===== config.mk =====
export PLATFORM = sky130hd
export DESIGN_NAME = sorted_priority_queue
export DESIGN_NICKNAME = d
export VERILOG_FILES = /design/src/rtl/spq_pkg.sv /design/src/rtl/spq_ctrl.sv /design/src/rtl/spq_datapath.sv /design/src/rtl/sorted_priority_queue.sv
export VERILOG_INCLUDE_DIRS = /design/src /design/src/rtl
export SDC_FILE = /design/constraint.sdc
export NUM_CORES = 1
export LEC_CHECK = 0
export BUFFER_PORTS_ARGS = -buffer_cell sky130_fd_sc_hd__buf_4
export CORE_ASPECT_RATIO = 1.25
export CORE_MARGIN = 4
export CORE_UTILIZATION = 40
export CTS_CLUSTER_DIAMETER = 30
export DETAILED_ROUTE_END_ITERATION = 10
export GPL_TIMING_DRIVEN = 0
export HOLD_SLACK_MARGIN = 0.08
export PLACE_DENSITY = 0.61
export SETUP_SLACK_MARGIN = 0.02
export SYNTH_ARGS = -nofsm -noshare
export SYNTH_HDL_FRONTEND = slang
export SYNTH_SLANG_ARGS = --single-unit
export TNS_END_PERCENT = 30

===== constraint.sdc =====
create_clock -name clk_i -period 7 [get_ports clk_i]
set_input_delay 0.35 -clock clk_i [delete_from_list [all_inputs] [get_ports clk_i]]
set_output_delay 0.35 -clock clk_i [all_outputs]
set_load 0.1 [all_outputs]

===== src/rtl/sorted_priority_queue_macros.svh =====
// Assertion macros shared by the sorted priority queue RTL.
`ifndef SORTED_PRIORITY_QUEUE_MACROS_SVH
`define SORTED_PRIORITY_QUEUE_MACROS_SVH

`ifndef ASSERT_OFF

// Clocked assertion that is switched off while reset is asserted.
`define SPQ_ASSERT(label, prop) \
  label: assert property (@(posedge clk_i) disable iff (!rst_ni) prop) \
    else $error("sorted priority queue assertion failed");

// Clocked assertion that also holds during reset.
`define SPQ_ASSERT_ALWAYS(label, prop) \
  label: assert property (@(posedge clk_i) prop) \
    else $error("sorted priority queue assertion failed");

`else

`define SPQ_ASSERT(label, prop)
`define SPQ_ASSERT_ALWAYS(label, prop)

`endif

`endif


===== src/rtl/spq_pkg.sv =====
// Shared types and constants for the sorted priority queue.
`default_nettype none

package spq_pkg;

  // Store size and stored priority width.
  localparam int CAPACITY  = 16;
  localparam int PRIO_BITS = 8;

  // Fixed port field widths.
  localparam int PRIO_W    = 8;
  localparam int PAYLOAD_W = 32;
  localparam int STATUS_W  = 2;
  localparam int OCC_W     = 5;

  // Entry count holds 0 to CAPACITY inclusive.
  localparam int CNT_W = $clog2(CAPACITY + 1);

  // Request kinds.
  localparam logic REQ_ENQ = 1'b0;
  localparam logic REQ_DEQ = 1'b1;

  // Result status codes.
  typedef enum logic [STATUS_W-1:0] {
    STAT_DONE  = 2'd0,
    STAT_EMPTY = 2'd1,
    STAT_FULL  = 2'd2
  } status_e;

  // Commands from the controller to the datapath.
  typedef struct packed {
    logic load;       // capture the incoming request fields
    logic push;       // insert the captured entry
    logic pop;        // remove the front entry
    logic err_empty;  // report a dequeue from an empty queue
    logic err_full;   // report a dropped enqueue
  } spq_cmd_t;

  // Status from the datapath to the controller.
  typedef struct packed {
    logic empty;
    logic full;
  } spq_sts_t;

endpackage

`default_nettype wire


===== src/rtl/spq_ctrl.sv =====
// Controller state machine of the sorted priority queue.
`default_nettype none
`include "sorted_priority_queue_macros.svh"

module spq_ctrl (
  input  wire logic              clk_i,
  input  wire logic              rst_ni,
  input  wire logic              start,
  output logic                   busy,
  input  wire logic              req_type_i,
  input  wire spq_pkg::spq_sts_t sts_i,
  output spq_pkg::spq_cmd_t      cmd_o,
  output logic                   done_o
);
  import spq_pkg::*;

  localparam logic [1:0] ST_IDLE = 2'd0;
  localparam logic [1:0] ST_EXEC = 2'd1;
  localparam logic [1:0] ST_RESP = 2'd2;

  logic [1:0] state_q, state_d;
  logic       req_type_q;
  logic       accept;

  // A request is taken whenever the datapath is not executing one.
  assign busy   = (state_q == ST_EXEC);
  assign accept = start && !busy;
  assign done_o = (state_q == ST_RESP);

  // Next state.
  always_comb begin
    state_d = state_q;
    case (state_q)
      ST_IDLE: begin
        if (accept) state_d = ST_EXEC;
      end
      ST_EXEC: begin
        state_d = ST_RESP;
      end
      ST_RESP: begin
        state_d = accept ? ST_EXEC : ST_IDLE;
      end
      default: begin
        state_d = ST_IDLE;
      end
    endcase
  end

  // State and captured request kind.
  always_ff @(posedge clk_i or negedge rst_ni) begin
    if (!rst_ni) begin
      state_q    <= ST_IDLE;
      req_type_q <= REQ_ENQ;
    end else begin
      state_q <= state_d;
      if (accept) req_type_q <= req_type_i;
    end
  end

  // Decide the operation from the request kind and the fill state.
  always_comb begin
    cmd_o           = '0;
    cmd_o.load      = accept;
    if (state_q == ST_EXEC) begin
      if (req_type_q == REQ_ENQ) begin
        cmd_o.push     = !sts_i.full;
        cmd_o.err_full = sts_i.full;
      end else begin
        cmd_o.pop       = !sts_i.empty;
        cmd_o.err_empty = sts_i.empty;
      end
    end
  end

  `SPQ_ASSERT(a_done_follows_exec, done_o |-> $past(busy))
  `SPQ_ASSERT(a_accept_to_result, accept |=> busy ##1 done_o)
  `SPQ_ASSERT(a_one_operation, $onehot0({cmd_o.push, cmd_o.pop, cmd_o.err_empty, cmd_o.err_full}))
  `SPQ_ASSERT(a_exec_has_operation,
    busy |-> (cmd_o.push || cmd_o.pop || cmd_o.err_empty || cmd_o.err_full))

endmodule

`default_nettype wire


===== src/rtl/spq_datapath.sv =====
// Datapath of the sorted priority queue: a chain of sorted entry cells.
`default_nettype none
`include "sorted_priority_queue_macros.svh"

module spq_datapath (
  input  wire logic                                    clk_i,
  input  wire logic                                    rst_ni,
  input  wire logic [spq_pkg::PRIO_W-1:0]              prio_i,
  input  wire logic signed [spq_pkg::PAYLOAD_W-1:0]    payload_i,
  input  wire spq_pkg::spq_cmd_t                       cmd_i,
  output spq_pkg::spq_sts_t                            sts_o,
  output logic [spq_pkg::STATUS_W-1:0]                 status_o,
  output logic signed [spq_pkg::PAYLOAD_W-1:0]         out_payload_o,
  output logic [spq_pkg::PRIO_W-1:0]                   out_prio_o,
  output logic [spq_pkg::OCC_W-1:0]                    occupancy_o
);
  import spq_pkg::*;

  // Entry cells; slot 0 is the front.
  logic [PRIO_BITS-1:0] prio_q [CAPACITY];
  logic [PAYLOAD_W-1:0] pay_q  [CAPACITY];
  logic [PRIO_BITS-1:0] prio_d [CAPACITY];
  logic [PAYLOAD_W-1:0] pay_d  [CAPACITY];
  logic [CAPACITY-1:0]  keep;

  logic [CNT_W-1:0]     count_q, count_d;
  logic [PRIO_BITS-1:0] req_prio_q;
  logic [PAYLOAD_W-1:0] req_pay_q;

  logic [STATUS_W-1:0]  status_q;
  logic [PAYLOAD_W-1:0] res_pay_q;
  logic [PRIO_BITS-1:0] res_prio_q;

  assign sts_o.empty = (count_q == '0);
  assign sts_o.full  = (count_q == CNT_W'(CAPACITY));

  // Capture the request fields when the beat is taken.
  always_ff @(posedge clk_i) begin
    if (cmd_i.load) begin
      req_prio_q <= PRIO_BITS'(prio_i);
      req_pay_q  <= payload_i;
    end
  end

  // Every occupied cell whose priority is lower or equal stays in place.
  always_comb begin
    for (int i = 0; i < CAPACITY; i++) begin
      keep[i] = (CNT_W'(i) < count_q) && (prio_q[i] <= req_prio_q);
    end
  end

  // Per-cell next value: keep, take the new entry, or shift by one slot.
  for (genvar g = 0; g < CAPACITY; g++) begin : g_cell
    logic                 prev_keep;
    logic [PRIO_BITS-1:0] prev_prio, next_prio;
    logic [PAYLOAD_W-1:0] prev_pay, next_pay;

    if (g == 0) begin : g_first
      assign prev_keep = 1'b1;
      assign prev_prio = prio_q[g];
      assign prev_pay  = pay_q[g];
    end else begin : g_inner
      assign prev_keep = keep[g-1];
      assign prev_prio = prio_q[g-1];
      assign prev_pay  = pay_q[g-1];
    end

    if (g == CAPACITY - 1) begin : g_last
      assign next_prio = prio_q[g];
      assign next_pay  = pay_q[g];
    end else begin : g_notlast
      assign next_prio = prio_q[g+1];
      assign next_pay  = pay_q[g+1];
    end

    always_comb begin
      prio_d[g] = prio_q[g];
      pay_d[g]  = pay_q[g];
      if (cmd_i.push && !keep[g]) begin
        if (prev_keep) begin
          prio_d[g] = req_prio_q;
          pay_d[g]  = req_pay_q;
        end else begin
          prio_d[g] = prev_prio;
          pay_d[g]  = prev_pay;
        end
      end else if (cmd_i.pop) begin
        prio_d[g] = next_prio;
        pay_d[g]  = next_pay;
      end
    end
  end

  // Cell storage.
  always_ff @(posedge clk_i) begin
    if (cmd_i.push || cmd_i.pop) begin
      for (int i = 0; i < CAPACITY; i++) begin
        prio_q[i] <= prio_d[i];
        pay_q[i]  <= pay_d[i];
      end
    end
  end

  // Entry count.
  always_comb begin
    count_d = count_q;
    if (cmd_i.push) begin
      count_d = count_q + CNT_W'(1);
    end else if (cmd_i.pop) begin
      count_d = count_q - CNT_W'(1);
    end
  end

  always_ff @(posedge clk_i or negedge rst_ni) begin
    if (!rst_ni) begin
      count_q  <= '0;
      status_q <= STAT_DONE;
    end else begin
      count_q <= count_d;
      if (cmd_i.err_empty) begin
        status_q <= STAT_EMPTY;
      end else if (cmd_i.err_full) begin
        status_q <= STAT_FULL;
      end else if (cmd_i.push || cmd_i.pop) begin
        status_q <= STAT_DONE;
      end
    end
  end

  // Result beat fields; only a dequeue returns an entry.
  always_ff @(posedge clk_i) begin
    if (cmd_i.pop) begin
      res_pay_q  <= pay_q[0];
      res_prio_q <= prio_q[0];
    end else if (cmd_i.push || cmd_i.err_empty || cmd_i.err_full) begin
      res_pay_q  <= '0;
      res_prio_q <= '0;
    end
  end

  assign status_o      = status_q;
  assign out_payload_o = res_pay_q;
  assign out_prio_o    = PRIO_W'(res_prio_q);
  assign occupancy_o   = OCC_W'(count_q);

  `SPQ_ASSERT(a_push_grows, cmd_i.push |=> count_q == $past(count_q) + CNT_W'(1))
  `SPQ_ASSERT(a_pop_shrinks, cmd_i.pop |=> count_q == $past(count_q) - CNT_W'(1))
  `SPQ_ASSERT(a_count_holds, !(cmd_i.push || cmd_i.pop) |=> $stable(count_q))
  `SPQ_ASSERT(a_front_sorted, (count_q >= CNT_W'(2)) |-> (prio_q[0] <= prio_q[1]))
  `SPQ_ASSERT(a_count_bounded, count_q <= CNT_W'(CAPACITY))

endmodule

`default_nettype wire


===== src/rtl/sorted_priority_queue.sv =====
// Sorted priority queue top level: controller and cell-chain datapath.
//
// Bounded priority queue of spq_pkg::CAPACITY entries kept in ascending
// order of priority number, equal priorities leaving in arrival order.
// A request beat is taken at a rising edge with start high and busy low.
// Each request takes two cycles: one in which every cell compares its
// priority with the new entry in parallel and the chain shifts, and one in
// which the result beat is shown on the result ports with done_o high for
// exactly that cycle. A new request may be taken in the result cycle, so
// requests follow every two cycles. The receiver cannot stall: the result
// must be taken in the cycle that done_o is high. A full-queue enqueue is
// dropped and reported in status_o.
`default_nettype none

module sorted_priority_queue (
  input  wire logic                                 clk_i,
  input  wire logic                                 rst_ni,
  input  wire logic                                 start,
  output logic                                      busy,
  input  wire logic                                 req_type_i,
  input  wire logic [spq_pkg::PRIO_W-1:0]           prio_i,
  input  wire logic signed [spq_pkg::PAYLOAD_W-1:0] payload_i,
  output logic                                      done_o,
  output logic [spq_pkg::STATUS_W-1:0]              status_o,
  output logic signed [spq_pkg::PAYLOAD_W-1:0]      out_payload_o,
  output logic [spq_pkg::PRIO_W-1:0]                out_prio_o,
  output logic [spq_pkg::OCC_W-1:0]                 occupancy_o
);
  import spq_pkg::*;

  spq_cmd_t cmd;
  spq_sts_t sts;

  // Sequencing of each request.
  spq_ctrl u_ctrl (
    .clk_i      (clk_i),
    .rst_ni     (rst_ni),
    .start      (start),
    .busy       (busy),
    .req_type_i (req_type_i),
    .sts_i      (sts),
    .cmd_o      (cmd),
    .done_o     (done_o)
  );

  // Entry cells, count and result registers.
  spq_datapath u_datapath (
    .clk_i         (clk_i),
    .rst_ni        (rst_ni),
    .prio_i        (prio_i),
    .payload_i     (payload_i),
    .cmd_i         (cmd),
    .sts_o         (sts),
    .status_o      (status_o),
    .out_payload_o (out_payload_o),
    .out_prio_o    (out_prio_o),
    .occupancy_o   (occupancy_o)
  );

endmodule

`default_nettype wire

==> run summary, run 1 <==
Max Clock Freq: 0.159 GHz
buffer depth of the longest clock path: 3
critical path start-end classification: reg -> reg
Power Density: 417 nW/um2
largest family of logic cells by synthesized area: multiplexers
worst hold path class: in -> reg
fill cell total of the finished layout: 8446
leakage component of the power: 18.5 nW
initial cell density of the core: 40.4%
Syn Area/Cell: 12.1 um2
met3 track demand over resource: 4.99%
clock tree from TritonCTS: yes
synthesized netlist cell count: 3173
footprint of the multi-input gates: 15300 um2
worst-case register-to-register setup slack: 0.72 ns
cell area after layout: 46900 um2
Synthesis Warnings: 0
met2 track utilization from global routing: 40.5%
Area growth, synth to finish: 22.4%
Worst-path clk slew: 0.05 ns
Die H: 354 um
Critical Path Source: u_datapath.req_prio_q[5]$_DFFE_PP_
number of endpoints with negative hold slack in the final report: 0
total wire length after detailed routing: 125 mm
Cell variety after synth: 52
clock buffer count from CTS: 154
endpoint class of the critical path: flop
critical-path cell list: clkbuf_1 > clkbuf_1 > inv_1 > ha_1 > nand4_1 > nor2_1 > a211oi_1 > o31ai_2 > clkbuf_1 > nand2_2 > buf_12
number of DRC violations after detailed-routing iteration 0: 2616
number of top-level pins: 93
via count of the first global-routing pass: 28300
insertion delay to the later sink of the worst-skew pair: 0.74 ns
Worst Max-Slew Pin Slew: 1.45 ns
worst clock skew: 0.0339 ns
most used cell, CP: clkbuf_1
post-detailed-placement cell area: 41100 um2
Post-Synthesis Net Count: 3349
all-layer global routing usage: 24.1%
Max-slew headroom: 2.52%
number of antenna violations at the first check in global routing: 8
critical path capture point: u_datapath.pay_q[3][5]$_DFFE_PP_
met1 Use GR: 30.4%
maximum fanout along the worst path: 24
synthesized-area fraction occupied by ao, oa, aoi and oai cells: 9.18%
largest stage delay on the critical path: 1.22 ns
WP buf/inv: 5
XOR/XNOR Fraction of Synth Area: 0.0914%
Final Util: 49.5%
post-layout minimum cycle time: 6.28 ns
master of the slowest instance on the critical path: o31ai_2
data arrival time of the critical path: 6.74 ns
vias after detailed routing: 27700
Horiz. Die Dim: 285 um
core region area: 94700 um2
RR Startpoint: u_datapath.req_prio_q[5]$_DFFE_PP_
top library cells by usage in the layout, fill and taps aside: edfxtp_1 (720), mux2i_1 (522), nand2_1 (462)
HPWL reported at the end of detailed placement: 85.9 mm
share of synthesized cell area in and, or, nand and nor gates: 7.74%
fraction of final layout cells with drive strength greater than 1: 18.2%
number of nets in the layout: 3662
Routed Antenna Nets: 0
WL/cell: 25.4 um
CP Launch Type: flop
Clock Sink Count: 730
Pins Over Slew Limit: 0
routability-driven placement congestion ratio: 0.909
depth of the CTS H-tree: 4
remaining design rule violation count: 0
FP Rows: 126
cell at the root of the clock tree: clkbuf_16
share of the clock period used by the worst path after layout: 89.8%
Register-to-Register Path Depth: 11
DIE AREA: 101000 um2
ratio of routed vias to standard cells: 5.65
grt total ovfl: 0
wire length of the first global-routing pass: 182 mm
number of I/O port buffers: 92
family with the most delay on the worst path: buffers and inverters
area share of fa/ha/maj cells after synthesis: 4.31%
Yosys reg bits: 730
cell area after technology mapping: 38300 um2
post-cts sizing count: 0
count of endpoints failing setup in the final report: 0
layer with the highest usage after global routing: met2
largest net degree at the start of global routing: 42
data required time at the worst endpoint: 7.46 ns
count of maximum capacitance violations: 0
commonest non-fill, non-tap cell in the layout: edfxtp_1
part of the Yosys area used for sequential elements: 57.1%
worst reg2reg endpoint: u_datapath.pay_q[3][5]$_DFFE_PP_
run status: finished, final reports clean
length of the first detailed-routing pass in iterations: 7
RSZ-0062 raised after global routing: no
stages on the worst setup path: 11
portion of netlist area occupied by mux cells: 18.3%
footprint of the flip-flops and latches: 21900 um2
Worst IR Drop VDD: 0.218 mV
[how the worst min path moves through the flow]
stage	to	from	cells past startpoint	slack, ns
floorplan	u_ctrl.req_type_q$_DFFE_PN0P_	rst_ni	0	0.05
detailed placement	u_ctrl.state_q[0]$_DFFE_PN0P_	rst_ni	1	0.19
finish	u_datapath.req_pay_q[17]$_DFFE_PP_	payload_i[17]	2	0.33
global route	u_datapath.req_prio_q[4]$_DFFE_PP_	prio_i[4]	2	0.30
global placement	u_datapath.occupancy_o[1]$_DFFE_PN0P_	rst_ni	1	0.19
CTS	u_datapath.req_pay_q[15]$_DFFE_PP_	payload_i[15]	2	0.28
[layout make-up]
class	count	share of cell area, %
Multi-Input combinational cell	2178	32.6
Tap cell	1280	3.41
Buffer	236	2.45
Sequential cell	730	46.6
Clock buffer	187	8.68
Timing Repair Buffer	157	3.24
Inverter	29	0.232
Antenna cell	4	0.0213
Clock inverter	97	2.74
[per-layer routing]
layer	wire length (um)	vias to the layer above
li1	-	12500
met1	50800	13900
met2	60200	1076
met3	8660	270
met4	4900	10
met5	56	-
[state kept, by name, indices dropped and copies added (netlist names), 5 cells and up]
register,cells
u_datapath.pay_q,512
u_datapath.prio_q,128
u_datapath.out_payload_o,32
u_datapath.req_pay_q,32
u_datapath.out_prio_o,8
u_datapath.req_prio_q,8
u_datapath.occupancy_o,5
[report_power, final]
part           leakage [nW]  switching, mW  internal [mW]  total [mW]
Clock                  2.58           2.48           5.06        7.54
Combinational          9.11           3.52           2.11        5.63
Sequential             6.84          0.474           5.93        6.40
Total                  18.5           6.47           13.1        19.6
[Yosys cell counts, drive strengths merged]
cell type	number	area (um2)
and2	41	257
o221ai	2	17.5
o21ai	464	2330
a211o	2	17.5
a22o	2	17.5
nand2b	10	62.6
buf	113	684
clkbuf	123	465
or3b	2	17.5
nor2	103	394
nand3	8	40.0
nand2	475	1790
o211ai	19	143
a311oi	1	8.76
dfrtp	10	250
xor2	2	17.5
o22ai	1	6.26
and4bb	1	12.5
o31ai	5	57.6
inv	29	109
or3	3	18.8
o21a	4	30.0
a21o	9	67.6
edfxtp	720	21600
a211oi	7	52.6
mux2	159	1790
xnor2	2	17.5
o41a	1	11.3
a221oi	2	17.5
a31o	2	17.5
nand4	26	163
a21boi	1	7.51
nor3	8	67.6
nor2b	18	113
mux2i	522	5230
a21oi	138	694
ha	132	1650
o31a	2	17.5
and4	4	35.0
[logic make-up (layout without fill, tap and decap cells)]
family | count (synthesis) | after routing
multiplexers | 681 | 681
other | 0 | 4
AND/OR/NAND/NOR | 699 | 699
AO/OA/AOI/OAI | 662 | 662
flip-flops | 730 | 730
XOR/XNOR | 4 | 4
adder cells (fa/ha/maj) | 132 | 132
buffers and inverters | 265 | 706
[repair_timing]
| action | CTS | global route |
|---|---|---|
| hold buffers | 44 | 0 |
| setup buffers | 0 | 0 |
| endpoints found under the hold margin | 52 | 0 |
[stage by stage]
stage                     hold WS, ns  std cells  power, mW  TNS, ns  setup WS, ns
after floorplan                0.0544       3173       10.1        0          1.36
after global placement          0.188       4545       11.8  -246.16         -2.99
after detailed placement        0.189       4566       12.0        0         0.984
after CTS                       0.277       4894       19.6        0         0.955
after global routing            0.303       4895       20.3        0         0.708
final                           0.326       4898       19.6        0         0.716
Note: power is estimated with default switching activity, not from simulation.
==> run 2, diff against run 1 <==
- MAX_ROUTING_LAYER: unset -> met4
==> run 2 against run 1 <==
The run now ends with max-capacitance violations, max-slew violations left; fmax shrank 1.4%; combinational power is essentially flat; final cell count is essentially flat; sequential share of layout area grew 0.12 points; clock power shrank 2%; wire length grew 0.60%; sequential power is essentially flat; power shrank 0.72%; critical path depth is the same; highest routed layer is now met4.
==> run summary, run 2 (synthesis results as in run 1) <==
run status: finished, violations left
failing checks: max-capacitance violations, max-slew violations
cell depth of the worst hold path: 2 (unchanged)
RR Startpoint: u_datapath.req_prio_q[5]$_DFFE_PP_
number of DRC violations after detailed-routing iteration 0: 2484 (-5.0%)
critical-path cell list: clkbuf_1 > clkbuf_1 > inv_1 > ha_1 > nand4_1 > nor2_1 > a211oi_1 > o31ai_2 > clkbuf_1 > nand2_2 > buf_12
remaining design rule violation count: 0 (unchanged)
fraction of final layout cells with drive strength greater than 1: 18.4% (+0.18 points)
worst clock skew: 0.0238 ns (-0.0101 ns)
post-route total power: 19.4 mW (-0.72%)
most used cell, CP: clkbuf_1
number of I/O port buffers: 92 (unchanged)
buffer depth of the longest clock path: 3 (unchanged)
Hold Path Sink: u_datapath.req_pay_q[15]$_DFFE_PP_
Max Clock Freq: 0.157 GHz (-1.4%)
HPWL reported at the end of detailed placement: 86.9 mm (+1.2%)
data required time at the worst endpoint: 7.46 ns (about the same)
largest registers: u_datapath.pay_q: 512 flops, u_datapath.prio_q: 128 flops
worst hold start: payload_i[15]
worst-case register-to-register setup slack: 0.63 ns (-0.09 ns)
Net Sw Power: 6.51 mW (+0.68%)
WL/cell: 25.6 um (+0.53%)
max reg flops: 512 (unchanged)
depth of the CTS H-tree: 4 (unchanged)
top register by number of flip-flops: u_datapath.pay_q
fill cell total of the finished layout: 8445 (-0.012%)
WP buf/inv: 5 (unchanged)
ratio of routed vias to standard cells: 5.67 (+0.38%)
top library cells by usage in the layout, fill and taps aside: edfxtp_1 (720), mux2i_1 (522), nand2_1 (462)
number of endpoints with negative hold slack in the final report: 0 (unchanged)
worst reg2reg endpoint: u_datapath.pay_q[3][3]$_DFFE_PP_
total wire length after detailed routing: 125 mm (+0.60%)
share of the clock period used by the worst path after layout: 91.0% (+1.3 points)
Worst Max-Slew Pin Slew: 1.52 ns (+0.0693 ns)
cell at the root of the clock tree: clkbuf_16
Worst IR Drop VDD: 0.219 mV (+0.70%)
master of the slowest instance on the critical path: o31ai_2
wire length of the first global-routing pass: 184 mm (+0.85%)
Clock Sink Count: 730 (unchanged)
clock buffer count from CTS: 153 (-0.65%)
count of endpoints failing setup in the final report: 0 (unchanged)
grt total ovfl: 0 (unchanged)
all-layer global routing usage: 25.0% (+0.92 points)
number of antenna violations at the first check in global routing: 6 (-2)
family with the most delay on the worst path: buffers and inverters
Horiz. Die Dim: 285 um (unchanged)
power share of the clock group: 37.9% (-0.6 points)
FP Rows: 126 (unchanged)
Die H: 354 um (unchanged)
insertion delay to the later sink of the worst-skew pair: 0.74 ns (about the same)
largest net degree at the start of global routing: 42 (unchanged)
DIE AREA: 101000 um2 (unchanged)
worst hold path class: in -> reg
Max-slew headroom: -2.20% (-4.7 points)
Post-Place Setup Slack: 0.903 ns (-0.0807 ns)
count of maximum capacitance violations: 2 (+2)
data arrival time of the critical path: 6.83 ns (+0.09 ns)
sum of negative setup slack: 0 ns (unchanged)
via count of the first global-routing pass: 28800 (+1.6%)
post-cts sizing count: 0 (unchanged)
critical path start-end classification: reg -> reg
CP Launch Type: flop
largest stage delay on the critical path: 1.23 ns (about the same)
Worst Hold Slack: 0.318 ns (-0.00746 ns)
Routed Antenna Nets: 0 (unchanged)
leakage component of the power: 18.5 nW (-0.13%)
core region area: 94700 um2 (unchanged)
Worst-path clk slew: 0.05 ns (about the same)
commonest non-fill, non-tap cell in the layout: edfxtp_1
routability-driven placement congestion ratio: 0.930 (+2.3%)
Register-to-Register Path Depth: 11 (unchanged)
length of the first detailed-routing pass in iterations: 5 (-2)
post-detailed-placement cell area: 41100 um2 (about the same)
switching share of power: 33.5% (+0.47 points)
post-layout minimum cycle time: 6.37 ns (+0.0877 ns)
cell area after layout: 46800 um2 (-0.25%)
number of top-level pins: 93 (unchanged)
Power Internal: 12.9 mW (-1.4%)
vias after detailed routing: 27800 (+0.44%)
Area growth, synth to finish: 22.1%
Power Density: 415 nW/um2 (-0.48%)
number of nets in the layout: 3662 (unchanged)
initial cell density of the core: 40.4% (unchanged)
Pins Over Slew Limit: 10 (+10)
endpoint class of the critical path: flop
final worst slack: 0.629 ns (-0.0877 ns)
maximum fanout along the worst path: 21 (-13%)
clock tree from TritonCTS: yes
share of power burned in registers: 32.9% (+0.2 points)
RSZ-0062 raised after global routing: no
combinational group share of total power: 29.1% (+0.4 points)
-- run 2: cell count changes in the layout (fill, tap and decap cells not counted), moves of 3 or more --
cell | before | now
clkbuf_1 | 147 | 141
inv_6 | 4 | 9
diode_2 | 4 | 10
clkinv_1 | 19 | 16
bufinv_16 | 25 | 20
clkinv_2 | 19 | 28
clkinvlp_4 | 12 | 8
-- run 2: timing repair --
item / CTS / global route
hold endpoints to repair: 52 / 0
endpoints found under the setup margin: 0 / 0
hold buffers: 44 / 0
buffers inserted: 0 / 0
-- run 2: routing by layer --
layer	share of wire [%]	GRT usage (%)	routed length (um)	vias up
li1	-	-	-	12500
met1	41	30.6	51100	13900
met2	48	40.8	60600	1202
met3	6.9	4.75	8600	267
met4	4.0	10.5	5040	0
met5	0	-	0	-
-- run 2: area by class of cell --
class	instances	area, um2	share of cell area, %
antenna	10	25.0	0.0535
timing repair buffer	158	1540	3.29
tap	1280	1600	3.42
clock buffer	181	4050	8.65
clock inverter	99	1160	2.49
buffer	236	1150	2.46
sequential	730	21900	46.8
inverter	29	109	0.233
multi-input combinational	2178	15300	32.7
-- run 2: power by group through the flow --
stage	combinational, mW	sequential [mW]	clock (mW)
5_1_grt	6.03	6.45	7.65
2_1_floorplan	3.66	6.49	0
3_5_place_dp	5.56	6.45	0
4_1_cts	5.60	6.38	7.44
6_report	5.66	6.39	7.37
3_3_place_gp	5.33	6.50	0
-- run 2: how the worst max path moves through the flow --
stage,start,endpoint,cells after the start
after floorplan,u_datapath.occupancy_o[1]$_DFFE_PN0P_,u_datapath.pay_q[13][0]$_DFFE_PP_,7
after global placement,u_datapath.req_prio_q[5]$_DFFE_PP_,u_datapath.pay_q[13][30]$_DFFE_PP_,9
after detailed placement,u_datapath.req_prio_q[5]$_DFFE_PP_,u_datapath.pay_q[3][3]$_DFFE_PP_,11
after CTS,u_datapath.req_prio_q[5]$_DFFE_PP_,u_datapath.pay_q[3][3]$_DFFE_PP_,11
after global routing,u_datapath.req_prio_q[5]$_DFFE_PP_,u_datapath.pay_q[3][0]$_DFFE_PP_,11
final,u_datapath.req_prio_q[5]$_DFFE_PP_,u_datapath.pay_q[3][3]$_DFFE_PP_,11
-- run 2: through the flow --
stage,std cells,utilization [%]
after CTS,4891,49.3
after global routing,4900,49.4
final,4901,49.4
after floorplan,3173,-
after detailed placement,4567,43.4
after global placement,4545,42.9
